[src/nfa_sm_pkg.sv]
// Package for the NFA set-simulation matcher.
// Holds the edge entry layout, action and register codes, and the sequencer states.
// No dependencies.
package nfa_sm_pkg;

  typedef struct packed {
    logic [5:0] src;
    logic [5:0] dst;
    logic       eps;
    logic [7:0] lo;
    logic [7:0] hi;
  } edge_t;

  localparam logic [1:0] ACT_LOAD  = 2'd0;
  localparam logic [1:0] ACT_BEGIN = 2'd1;
  localparam logic [1:0] ACT_CHAR  = 2'd2;

  localparam logic [1:0] REG_START      = 2'd0;
  localparam logic [1:0] REG_FINAL      = 2'd1;
  localparam logic [1:0] REG_EDGE_COUNT = 2'd2;

  typedef enum logic [1:0] {
    StIdle,
    StWalk,
    StClose,
    StFinish
  } state_e;

endpackage

[src/nfa_set_simulation_matcher.sv]
// Top level of the NFA set-simulation matcher: edge table memory, active set and sequencer.
// Depends on nfa_sm_pkg.
//
// Load-edge items write one slot of the edge table, with no result.
// A begin item seeds the start state and runs epsilon-closure passes; a character item
// runs one walk over the table for the character edges, then closure passes until a pass
// adds no state; a walk that reaches no state marks the string dead and skips closure.
// Each pass reads one edge per cycle from the table memory, over the live edge count
// (edge_count, capped at NUM_EDGES). A character on a dead string skips the walk. One item
// is in work at a time; a result waits in the output register while the next item is
// already taken.
module nfa_set_simulation_matcher
  import nfa_sm_pkg::*;
#(
  parameter int NUM_STATES = 64,
  parameter int NUM_EDGES  = 128
) (
  input  logic       clk_i,
  input  logic       rst_ni,
  input  logic       cfg_valid_i,
  output logic       cfg_ready_o,
  input  logic [1:0] cfg_index_i,
  input  logic [7:0] cfg_data_i,
  input  logic       in_valid_i,
  output logic       in_ready_o,
  input  logic [1:0] action_i,
  input  logic [6:0] edge_index_i,
  input  logic [5:0] edge_source_i,
  input  logic [5:0] edge_target_i,
  input  logic       edge_is_epsilon_i,
  input  logic [7:0] range_low_i,
  input  logic [7:0] range_high_i,
  input  logic [7:0] character_i,
  output logic       out_valid_o,
  input  logic       out_ready_i,
  output logic       accepted_o,
  output logic       alive_o
);

  localparam int AW = (NUM_EDGES > 1) ? $clog2(NUM_EDGES) : 1;
  localparam int CW = $clog2(NUM_EDGES + 1);
  localparam int SW = (NUM_STATES > 1) ? $clog2(NUM_STATES) : 1;
  localparam int PW = (SW > 6) ? SW : 6;
  localparam int EW = $bits(edge_t);

  state_e state_q, state_d;

  logic [5:0] start_q, final_q;
  logic [7:0] edge_count_q;

  logic [NUM_STATES-1:0] act_q, act_d;
  logic [NUM_STATES-1:0] nxt_q, nxt_d;
  logic any_q, any_d;
  logic chg_q, chg_d;
  logic dead_q, dead_d;
  logic [CW-1:0] cnt_q, cnt_d;
  logic rd_vld_q, rd_vld_d;
  logic [7:0] char_q, char_d;
  logic out_valid_q, out_valid_d;
  logic acc_q, acc_d;
  logic alive_q, alive_d;

  logic [EW-1:0] edge_mem_q [NUM_EDGES];
  logic [EW-1:0] rd_data_q;
  logic          rd_en;
  logic          mem_we;
  logic [AW-1:0] rd_addr;
  logic [AW-1:0] wr_addr;
  edge_t         wr_edge;
  edge_t         rd_edge;

  logic [CW-1:0] live;
  logic          idx_ok;
  logic [PW-1:0] src_w, dst_w, start_w, fin_w;
  logic          src_ok, dst_ok, start_ok, fin_ok;
  logic [SW-1:0] src_idx, dst_idx, start_idx, fin_idx;
  logic          src_has, walk_hit, eps_hit, fin_hit;
  logic          pass_end;

  // Config registers
  assign cfg_ready_o = 1'b1;

  always_ff @(posedge clk_i or negedge rst_ni) begin
    if (!rst_ni) begin
      start_q      <= '0;
      final_q      <= '0;
      edge_count_q <= '0;
    end else if (cfg_valid_i) begin
      case (cfg_index_i)
        REG_START:      start_q      <= cfg_data_i[5:0];
        REG_FINAL:      final_q      <= cfg_data_i[5:0];
        REG_EDGE_COUNT: edge_count_q <= cfg_data_i;
        default: ;
      endcase
    end
  end

  assign live = (32'(edge_count_q) > 32'(NUM_EDGES)) ? CW'(NUM_EDGES) : CW'(edge_count_q);

  // Edge table
  assign idx_ok  = 32'(edge_index_i) < 32'(NUM_EDGES);
  assign wr_addr = AW'(edge_index_i);
  assign rd_addr = cnt_q[AW-1:0];
  assign wr_edge = '{src: edge_source_i, dst: edge_target_i, eps: edge_is_epsilon_i,
                     lo: range_low_i, hi: range_high_i};

  always_ff @(posedge clk_i) begin
    if (mem_we) begin
      edge_mem_q[wr_addr] <= wr_edge;
    end
    if (rd_en) begin
      rd_data_q <= edge_mem_q[rd_addr];
    end
  end

  assign rd_edge = edge_t'(rd_data_q);

  // State lookups
  assign src_w     = PW'(rd_edge.src);
  assign dst_w     = PW'(rd_edge.dst);
  assign start_w   = PW'(start_q);
  assign fin_w     = PW'(final_q);
  assign src_ok    = 32'(src_w) < 32'(NUM_STATES);
  assign dst_ok    = 32'(dst_w) < 32'(NUM_STATES);
  assign start_ok  = 32'(start_w) < 32'(NUM_STATES);
  assign fin_ok    = 32'(fin_w) < 32'(NUM_STATES);
  assign src_idx   = src_w[SW-1:0];
  assign dst_idx   = dst_w[SW-1:0];
  assign start_idx = start_w[SW-1:0];
  assign fin_idx   = fin_w[SW-1:0];

  assign src_has  = src_ok && act_q[src_idx];
  assign walk_hit = !rd_edge.eps && (char_q >= rd_edge.lo) && (char_q <= rd_edge.hi)
                    && src_has && dst_ok;
  assign eps_hit  = rd_edge.eps && src_has && dst_ok && !act_q[dst_idx];
  assign fin_hit  = fin_ok && act_q[fin_idx];
  assign pass_end = (cnt_q == live) && !rd_vld_q;

  // Sequencer
  always_comb begin
    state_d     = state_q;
    act_d       = act_q;
    nxt_d       = nxt_q;
    any_d       = any_q;
    chg_d       = chg_q;
    dead_d      = dead_q;
    cnt_d       = cnt_q;
    rd_vld_d    = 1'b0;
    rd_en       = 1'b0;
    char_d      = char_q;
    out_valid_d = out_valid_q;
    acc_d       = acc_q;
    alive_d     = alive_q;
    mem_we      = 1'b0;
    in_ready_o  = 1'b0;

    if (out_valid_q && out_ready_i) begin
      out_valid_d = 1'b0;
    end

    case (state_q)
      StIdle: begin
        in_ready_o = 1'b1;
        if (in_valid_i) begin
          case (action_i)
            ACT_LOAD: begin
              mem_we = idx_ok;
            end
            ACT_BEGIN: begin
              act_d = '0;
              if (start_ok) begin
                act_d[start_idx] = 1'b1;
              end
              dead_d  = 1'b0;
              cnt_d   = '0;
              chg_d   = 1'b0;
              state_d = StClose;
            end
            ACT_CHAR: begin
              char_d = character_i;
              if (dead_q) begin
                state_d = StFinish;
              end else begin
                nxt_d   = '0;
                any_d   = 1'b0;
                cnt_d   = '0;
                state_d = StWalk;
              end
            end
            default: ;
          endcase
        end
      end

      StWalk: begin
        if (cnt_q < live) begin
          rd_en    = 1'b1;
          rd_vld_d = 1'b1;
          cnt_d    = cnt_q + CW'(1);
        end
        if (rd_vld_q && walk_hit) begin
          nxt_d[dst_idx] = 1'b1;
          any_d          = 1'b1;
        end
        if (pass_end) begin
          if (!any_q) begin
            dead_d  = 1'b1;
            act_d   = '0;
            state_d = StFinish;
          end else begin
            act_d   = nxt_q;
            cnt_d   = '0;
            chg_d   = 1'b0;
            state_d = StClose;
          end
        end
      end

      StClose: begin
        if (cnt_q < live) begin
          rd_en    = 1'b1;
          rd_vld_d = 1'b1;
          cnt_d    = cnt_q + CW'(1);
        end
        if (rd_vld_q && eps_hit) begin
          act_d[dst_idx] = 1'b1;
          chg_d          = 1'b1;
        end
        if (pass_end) begin
          if (chg_q) begin
            cnt_d = '0;
            chg_d = 1'b0;
          end else begin
            state_d = StFinish;
          end
        end
      end

      StFinish: begin
        if (!out_valid_q || out_ready_i) begin
          out_valid_d = 1'b1;
          acc_d       = !dead_q && fin_hit;
          alive_d     = !dead_q;
          state_d     = StIdle;
        end
      end

      default: state_d = StIdle;
    endcase
  end

  always_ff @(posedge clk_i or negedge rst_ni) begin
    if (!rst_ni) begin
      state_q     <= StIdle;
      act_q       <= '0;
      nxt_q       <= '0;
      any_q       <= 1'b0;
      chg_q       <= 1'b0;
      dead_q      <= 1'b0;
      cnt_q       <= '0;
      rd_vld_q    <= 1'b0;
      out_valid_q <= 1'b0;
    end else begin
      state_q     <= state_d;
      act_q       <= act_d;
      nxt_q       <= nxt_d;
      any_q       <= any_d;
      chg_q       <= chg_d;
      dead_q      <= dead_d;
      cnt_q       <= cnt_d;
      rd_vld_q    <= rd_vld_d;
      out_valid_q <= out_valid_d;
    end
  end

  always_ff @(posedge clk_i) begin
    char_q  <= char_d;
    acc_q   <= acc_d;
    alive_q <= alive_d;
  end

  assign out_valid_o = out_valid_q;
  assign accepted_o  = acc_q;
  assign alive_o     = alive_q;

  // Checks
  a_rd_in_pass: assert property (@(posedge clk_i) disable iff (!rst_ni)
    rd_vld_q |-> (state_q == StWalk || state_q == StClose))
    else $error("edge read returned outside a table pass");

  a_cnt_bound: assert property (@(posedge clk_i) disable iff (!rst_ni)
    (state_q == StWalk || state_q == StClose) |-> (cnt_q <= live))
    else $error("edge counter ran past the live edge count");

  a_dead_empty: assert property (@(posedge clk_i) disable iff (!rst_ni)
    dead_q |-> (act_q == '0))
    else $error("dead string with active states");

  a_walk_alive: assert property (@(posedge clk_i) disable iff (!rst_ni)
    (state_q == StWalk) |-> !dead_q)
    else $error("character walk on a dead string");

endmodule
[config.mk]
export PLATFORM = sky130hd
export DESIGN_NAME = nfa_set_simulation_matcher
export DESIGN_NICKNAME = d
export VERILOG_FILES = /design/src/nfa_sm_pkg.sv /design/src/nfa_set_simulation_matcher.sv
export SDC_FILE = /design/constraint.sdc
export NUM_CORES = 2
export LEC_CHECK = 0
export BUFFER_PORTS_ARGS = -buffer_cell sky130_fd_sc_hd__buf_4
export CORE_MARGIN = 5
export CORE_UTILIZATION = 25
export CTS_CLUSTER_DIAMETER = 50
export DETAILED_ROUTE_END_ITERATION = 8
export HOLD_SLACK_MARGIN = 0.12
export PLACE_DENSITY = 0.42
export RECOVER_POWER = 50
export SYNTH_ARGS = -nofsm -noshare
export SYNTH_HDL_FRONTEND = slang
export SYNTH_SLANG_ARGS = --single-unit
export TNS_END_PERCENT = 100
[constraint.sdc]
create_clock -name clk_i -period 14.2 [get_ports clk_i]
set_input_delay 1.42 -clock clk_i [delete_from_list [all_inputs] [get_ports clk_i]]
set_output_delay 1.42 -clock clk_i [all_outputs]
set_load 0.1 [all_outputs]
Word level (Yosys, flattened, before mapping)

Memories as Yosys holds them, arrays and structs flattened. A register that Yosys moved wholly into a read port is not among the register bits.
Index checks and enable logic that the tools add are counted.

Reduce and logical (&&, ||, !) cells: 35
Order comparisons: 10
Equal/unequal tests: 22
Mux-type cells: 67
Bitwise logic cells: 2
Add/sub/neg operators: 1

Operator list:

| operator              | count |
|---|---|
| $mux W64              | 9 |
| $pmux W64 S3          | 1 |
| $or A64 B64 Y64       | 2 |
| $pmux W64 S2          | 1 |
| $mux W8               | 8 |
| $mux W1               | 30 |
| $lt A6 B7 Y1 const B  | 4 |
| $pmux W8 S3           | 1 |
| $ne A2 B2 Y1 const B  | 10 |
| $reduce_and A5 Y1     | 4 |
| $bmux W1 S6           | 3 |
| $pmux W8 S2           | 1 |
| $demux W1 S6          | 2 |
| $ge A6 B1 Y1 const B  | 2 |
| $logic_and A1 B1 Y1   | 12 |
| $mux W2               | 6 |
| $add A8 B1 Y8 const B | 1 |
| $eq A2 B2 Y1 const B  | 4 |
| $eq A8 B8 Y1          | 1 |
| $ge A8 B8 Y1          | 1 |
| $gt A8 B8 Y1 const B  | 1 |
| $le A8 B8 Y1          | 1 |
| $lt A8 B8 Y1          | 1 |
| $pmux W2 S4           | 1 |
| 17 further kinds      | 30 |

RAM bits: 3712
Memories kept: 1
Flip-flop bits (word level): 173
Input port bits: 61

Memory list:

| memory     | depth | bits a word | read ports | clocked after memory_dff | write ports | line                             | RTL |
|---|---|---|---|---|---|---|---|
| edge_mem_q | 128   | 29          | 1          | 1                        | 1           | nfa_set_simulation_matcher.sv:63 | `logic [EW-1:0] edge_mem_q [NUM_EDGES];` |

Depth between registers and ports, before layout

Depth after elaboration: 9
Gate-level depth with buffers: 15
Gate-level depth less buffers: 11

Least setup slack after synthesis

Ideal clock, no wire load.

Kind: reg-to-reg
From: reg state_q[0]
To: mem edge_mem_q[80][0] (netlist bit) (enable)
Data arrival time: 5224 ps
Path buffers: 1
Setup slack: 8488 ps
Stages on the path, launching flop included: 9
Path through: dfrtp_1 > inv_1 > ha_1 > clkbuf_1 > nand2_1 > nor3_1 > and2_1 > nand2_1 > nor4_1

Word-level cells in the longest chain between the ends: 4

Ends and longest elaborated chain:

| element                       | line                              | RTL |
|---|---|---|
| start, declared               | nfa_set_simulation_matcher.sv:46  | `state_e state_q, state_d;` |
| start signal, assigned        | nfa_set_simulation_matcher.sv:254 | `state_q <= StIdle;` |
| start signal, assigned        | nfa_set_simulation_matcher.sv:264 | `state_q <= state_d;` |
| $logic_not A2 Y1              | nfa_set_simulation_matcher.sv:161 | `case (state_q)` |
| $mux W1                       | nfa_set_simulation_matcher.sv:161 |  |
| $mux W1                       | nfa_set_simulation_matcher.sv:108 | `if (mem_we) begin` |
| $mux W1 (not written as such) | nfa_set_simulation_matcher.sv:109 | `edge_mem_q[wr_addr] <= wr_edge;` |
| end, declared                 | nfa_set_simulation_matcher.sv:63  |  |

No other way between the ends.

==> metrics.txt <==
overall die area 627000 um2; TritonCTS clock tree built; element type at the critical path start primary input; number of DRC markers in iteration 0 8447; count of endpoints failing setup in the final report 0; Syn. warnings 0; worst setup slack after placement 7.86 ns; overall overflow remaining after global route 0; transition at the pin with the smallest max-transition slack 5.85 ns; fraction of layout cells with a size suffix above 1 31.9%; Avg Synthesized Cell Area 22.8 um2; level count of the clock H-tree 5; total number of nets in the final design 7155; Synth Flop Type sky130_fd_sc_hd__edfxtp_1; number of port buffers 64; relative area change from synthesis to final layout 17.9%; placed cell count 14700; cell area power density 168 nW/um2; effective utilization at floorplan 25.1%; largest fanout of any net on the critical path 99; footprint of the flip-flops and latches 117000 um2; maximum capacitance violations 59; pin count of the biggest net entering global routing 146; number of buffers and inverters on the critical path 2; Max Buffers Root-to-Sink 4; unrepaired setup endpoints after global routing no; status finished, violations left; share of async-settable or async-resettable flops after synthesis 4.16%; core region area 610000 um2; number of slew-limit violations in the final report 3947; clock latency reported for the late side of the worst-skew pair 1.02 ns; GRT Overall Usage 14.9%; clock tree sinks 3914; combined area of all synthesized cells 153000 um2; leak pwr 53.8 nW; Die Width 792 um; Max Freq 0.127 GHz; number of nets in the synthesized netlist 6788; number of antenna violations at the first check in global routing 84; Post-CTS Setup Repair Bufs 0; Max stage delay cell, worst path sky130_fd_sc_hd__clkbuf_1; number of global-route vias before repair 75800; Peak supply drop 0.191 mV; number of synthesized register bits 3914; count of antenna-violating nets left after detailed routing 0; Post-Synthesis Cells 6698; number of rows in the core area 287; relative slew slack -290%; first-pass detailed-route iteration total 6; worst-case setup margin in the final layout 6.31 ns; height of the die 792 um; final hold viol count 0; number of hold-repair buffers added at the cts stage 0; number of distinct library cells after synthesis 55; detailed-route wire length 476000 um; wire length of the first global-routing pass 652000 um; Total Negative Setup Slacks 0 ns; Worst path max stage delay 3.99 ns; cell family with the largest share of critical-path delay buffers and inverters; number of top-level pins 66; Top cell by count, worst path sky130_fd_sc_hd__clkbuf_1; CTS buffer count 471; clock root buffer sky130_fd_sc_hd__clkbuf_16; fill cell instance count of the final layout 58600; Arrival @ worst endpoint 8.17 ns; Critical Path Sink Type async pin; Total Power Consumption 30.4 mW; Final Cycle Share 55.6%; violated checks max-capacitance violations, max-slew violations; Vias per Instance 4.74; register area share after synthesis 76.4%; number of enable-type register cells in the synthesized netlist 3751; area of the multi-input gates 35400 um2; series of cell instances along the critical path clkbuf_1 -> clkbuf_1; classification of the worst setup path primary input to async pin; Final Skew 0.125 ns; required time at the endpoint of the critical path 14.47 ns; register clock-pin slew on the reported worst setup and hold paths 0.05 ns; Min Clock Period, post-route 7.89 ns; RD Place Congestion 0.782; vias post-DR 74000; final cell count without fillers 15600; utilization after layout 29.5%; DRC violation count after routing 0; Worst Hold Class register to register; average wire per standard cell 30.5 um; number of resized instances in the post-cts repair step 0; Post-DP HPWL 264000 um
## Yosys cell counts, types with 6 or more instances
cell type                     n  area share [%]
sky130_fd_sc_hd__a21o_1       9           0.044
sky130_fd_sc_hd__a21oi_1     82            0.27
sky130_fd_sc_hd__a22o_1      32            0.18
sky130_fd_sc_hd__a22oi_1     10           0.049
sky130_fd_sc_hd__a31oi_1      7           0.029
sky130_fd_sc_hd__and2_1      10           0.041
sky130_fd_sc_hd__buf_1       65            0.16
sky130_fd_sc_hd__buf_2       93            0.30
sky130_fd_sc_hd__clkbuf_1   227            0.56
sky130_fd_sc_hd__dfrtp_1    163             2.7
sky130_fd_sc_hd__edfxtp_1  3751              74
sky130_fd_sc_hd__ha_1        29            0.24
sky130_fd_sc_hd__inv_1       34           0.083
sky130_fd_sc_hd__mux2_2      49            0.36
sky130_fd_sc_hd__mux2i_1     44            0.29
sky130_fd_sc_hd__mux4_2    1243              18
sky130_fd_sc_hd__nand2_1    263            0.65
sky130_fd_sc_hd__nand2b_1     6           0.025
sky130_fd_sc_hd__nand3_1     25           0.082
sky130_fd_sc_hd__nand3b_1    13           0.064
sky130_fd_sc_hd__nand4_1      6           0.025
sky130_fd_sc_hd__nor2_1     222            0.55
sky130_fd_sc_hd__nor2b_1     18           0.074
sky130_fd_sc_hd__nor3_1      40            0.13
sky130_fd_sc_hd__o21ai_0    113            0.37
sky130_fd_sc_hd__o22a_1      32            0.18
sky130_fd_sc_hd__o31ai_1     32            0.16
sky130_fd_sc_hd__or4_1        6           0.029
sky130_fd_sc_hd__xnor2_1      6           0.034
## stage by stage
step	area [um2]	hold slack (ns)
after floorplan	153000	0.448
after global placement	165000	0.459
after detailed placement	165000	0.466
final	180000	0.476
after CTS	180000	0.478
after global routing	180000	0.499
## final timing paths
| kind | cells past startpoint | slack [ns] | from | end |
|---|---|---|---|---|
| worst max-delay path | 2 | 6.31 | rst_ni | nxt_q[34] |
| worst min-delay path | 2 | 0.48 | nxt_q[53] | nxt_q[53] |
| worst max register to register | 8 | 7.98 | cnt_q[1] | rd_data_q[1] |
| worst min register to register | 2 | 0.48 | nxt_q[53] | nxt_q[53] |
| max in group clk_i | 2 | 7.56 | range_low_i[5] | edge_mem_q[8][13] |
| min in group asynchronous | 1 | 2.63 | rst_ni | act_q[53] |
## routing by layer
| layer | share of wire [%] | vias to the layer above | GRT usage [%] |
|---|---|---|---|
| met5 | 0.044 | - | 0 |
| met4 | 2.7 | 36 | 3.32 |
| met3 | 6.7 | 660 | 2.71 |
| met2 | 47 | 2497 | 23.9 |
| met1 | 44 | 41400 | 21.0 |
| li1 | - | 29400 | - |
## registers in the layout, indices dropped and copies added, names as in the netlist
register	cells
rd_vld_q	1
any_q	1
accepted_o	1
char_q	8
start_idx	6
alive_o	1
rd_data_q	29
cnt_q	8
state_q	2
dead_q	1
out_valid_o	1
nxt_q	64
act_q	64
chg_q	1
fin_idx	6
edge_count_q	8
edge_mem_q	3712
## layout by cell type, fill, tap and decap left out, types with 34 or more instances in the layout
cell type | synthesis | final
sky130_fd_sc_hd__clkbuf_16 | 0 | 473
sky130_fd_sc_hd__bufinv_16 | 0 | 45
sky130_fd_sc_hd__o21ai_0 | 113 | 113
sky130_fd_sc_hd__nand2_1 | 263 | 262
sky130_fd_sc_hd__clkbuf_1 | 227 | 148
sky130_fd_sc_hd__nor2_4 | 0 | 126
sky130_fd_sc_hd__clkinv_2 | 0 | 82
sky130_fd_sc_hd__dfrtp_1 | 163 | 156
sky130_fd_sc_hd__buf_4 | 4 | 194
sky130_fd_sc_hd__mux2_2 | 49 | 48
sky130_fd_sc_hd__mux2i_1 | 44 | 44
sky130_fd_sc_hd__nor3_1 | 40 | 40
sky130_fd_sc_hd__a21oi_1 | 82 | 82
sky130_fd_sc_hd__nor2_1 | 222 | 94
sky130_fd_sc_hd__edfxtp_1 | 3751 | 3751
sky130_fd_sc_hd__inv_1 | 34 | 34
sky130_fd_sc_hd__clkinvlp_4 | 0 | 45
sky130_fd_sc_hd__mux4_2 | 1243 | 1243
sky130_fd_sc_hd__clkinv_1 | 0 | 81
## area by class of cell
| class | count | area share (%) |
|---|---|---|
| Timing Repair Buffer | 283 | 1.16 |
| Sequential cell | 3914 | 64.8 |
| Multi-Input combinational cell | 2361 | 19.7 |
| Clock buffer | 557 | 6.76 |
| Inverter | 34 | 0.0708 |
| Antenna cell | 28 | 0.0389 |
| Clock inverter | 327 | 1.90 |
| Tap cell | 8092 | 5.62 |
## logic make-up after synthesis
logic type	after synthesis	synth area share (%)
buf+inv	423	1.12
simple gates	640	1.81
flops	3914	76.4
compound gates	349	1.46
xor+xnor	6	0.0344
mux	1336	19.0
fa+ha+maj	29	0.237
other cells	1	0.00245
## power by group
| group | total (mW) | internal [mW] | switching (mW) |
|---|---|---|---|
| Sequential | 13.1 | 12.8 | 0.298 |
| Clock | 11.9 | 7.00 | 4.95 |
| Combinational | 5.28 | 2.23 | 3.05 |
| Total | 30.4 | 22.1 | 8.30 |
No activity file was read; power rests on OpenSTA's default activity.
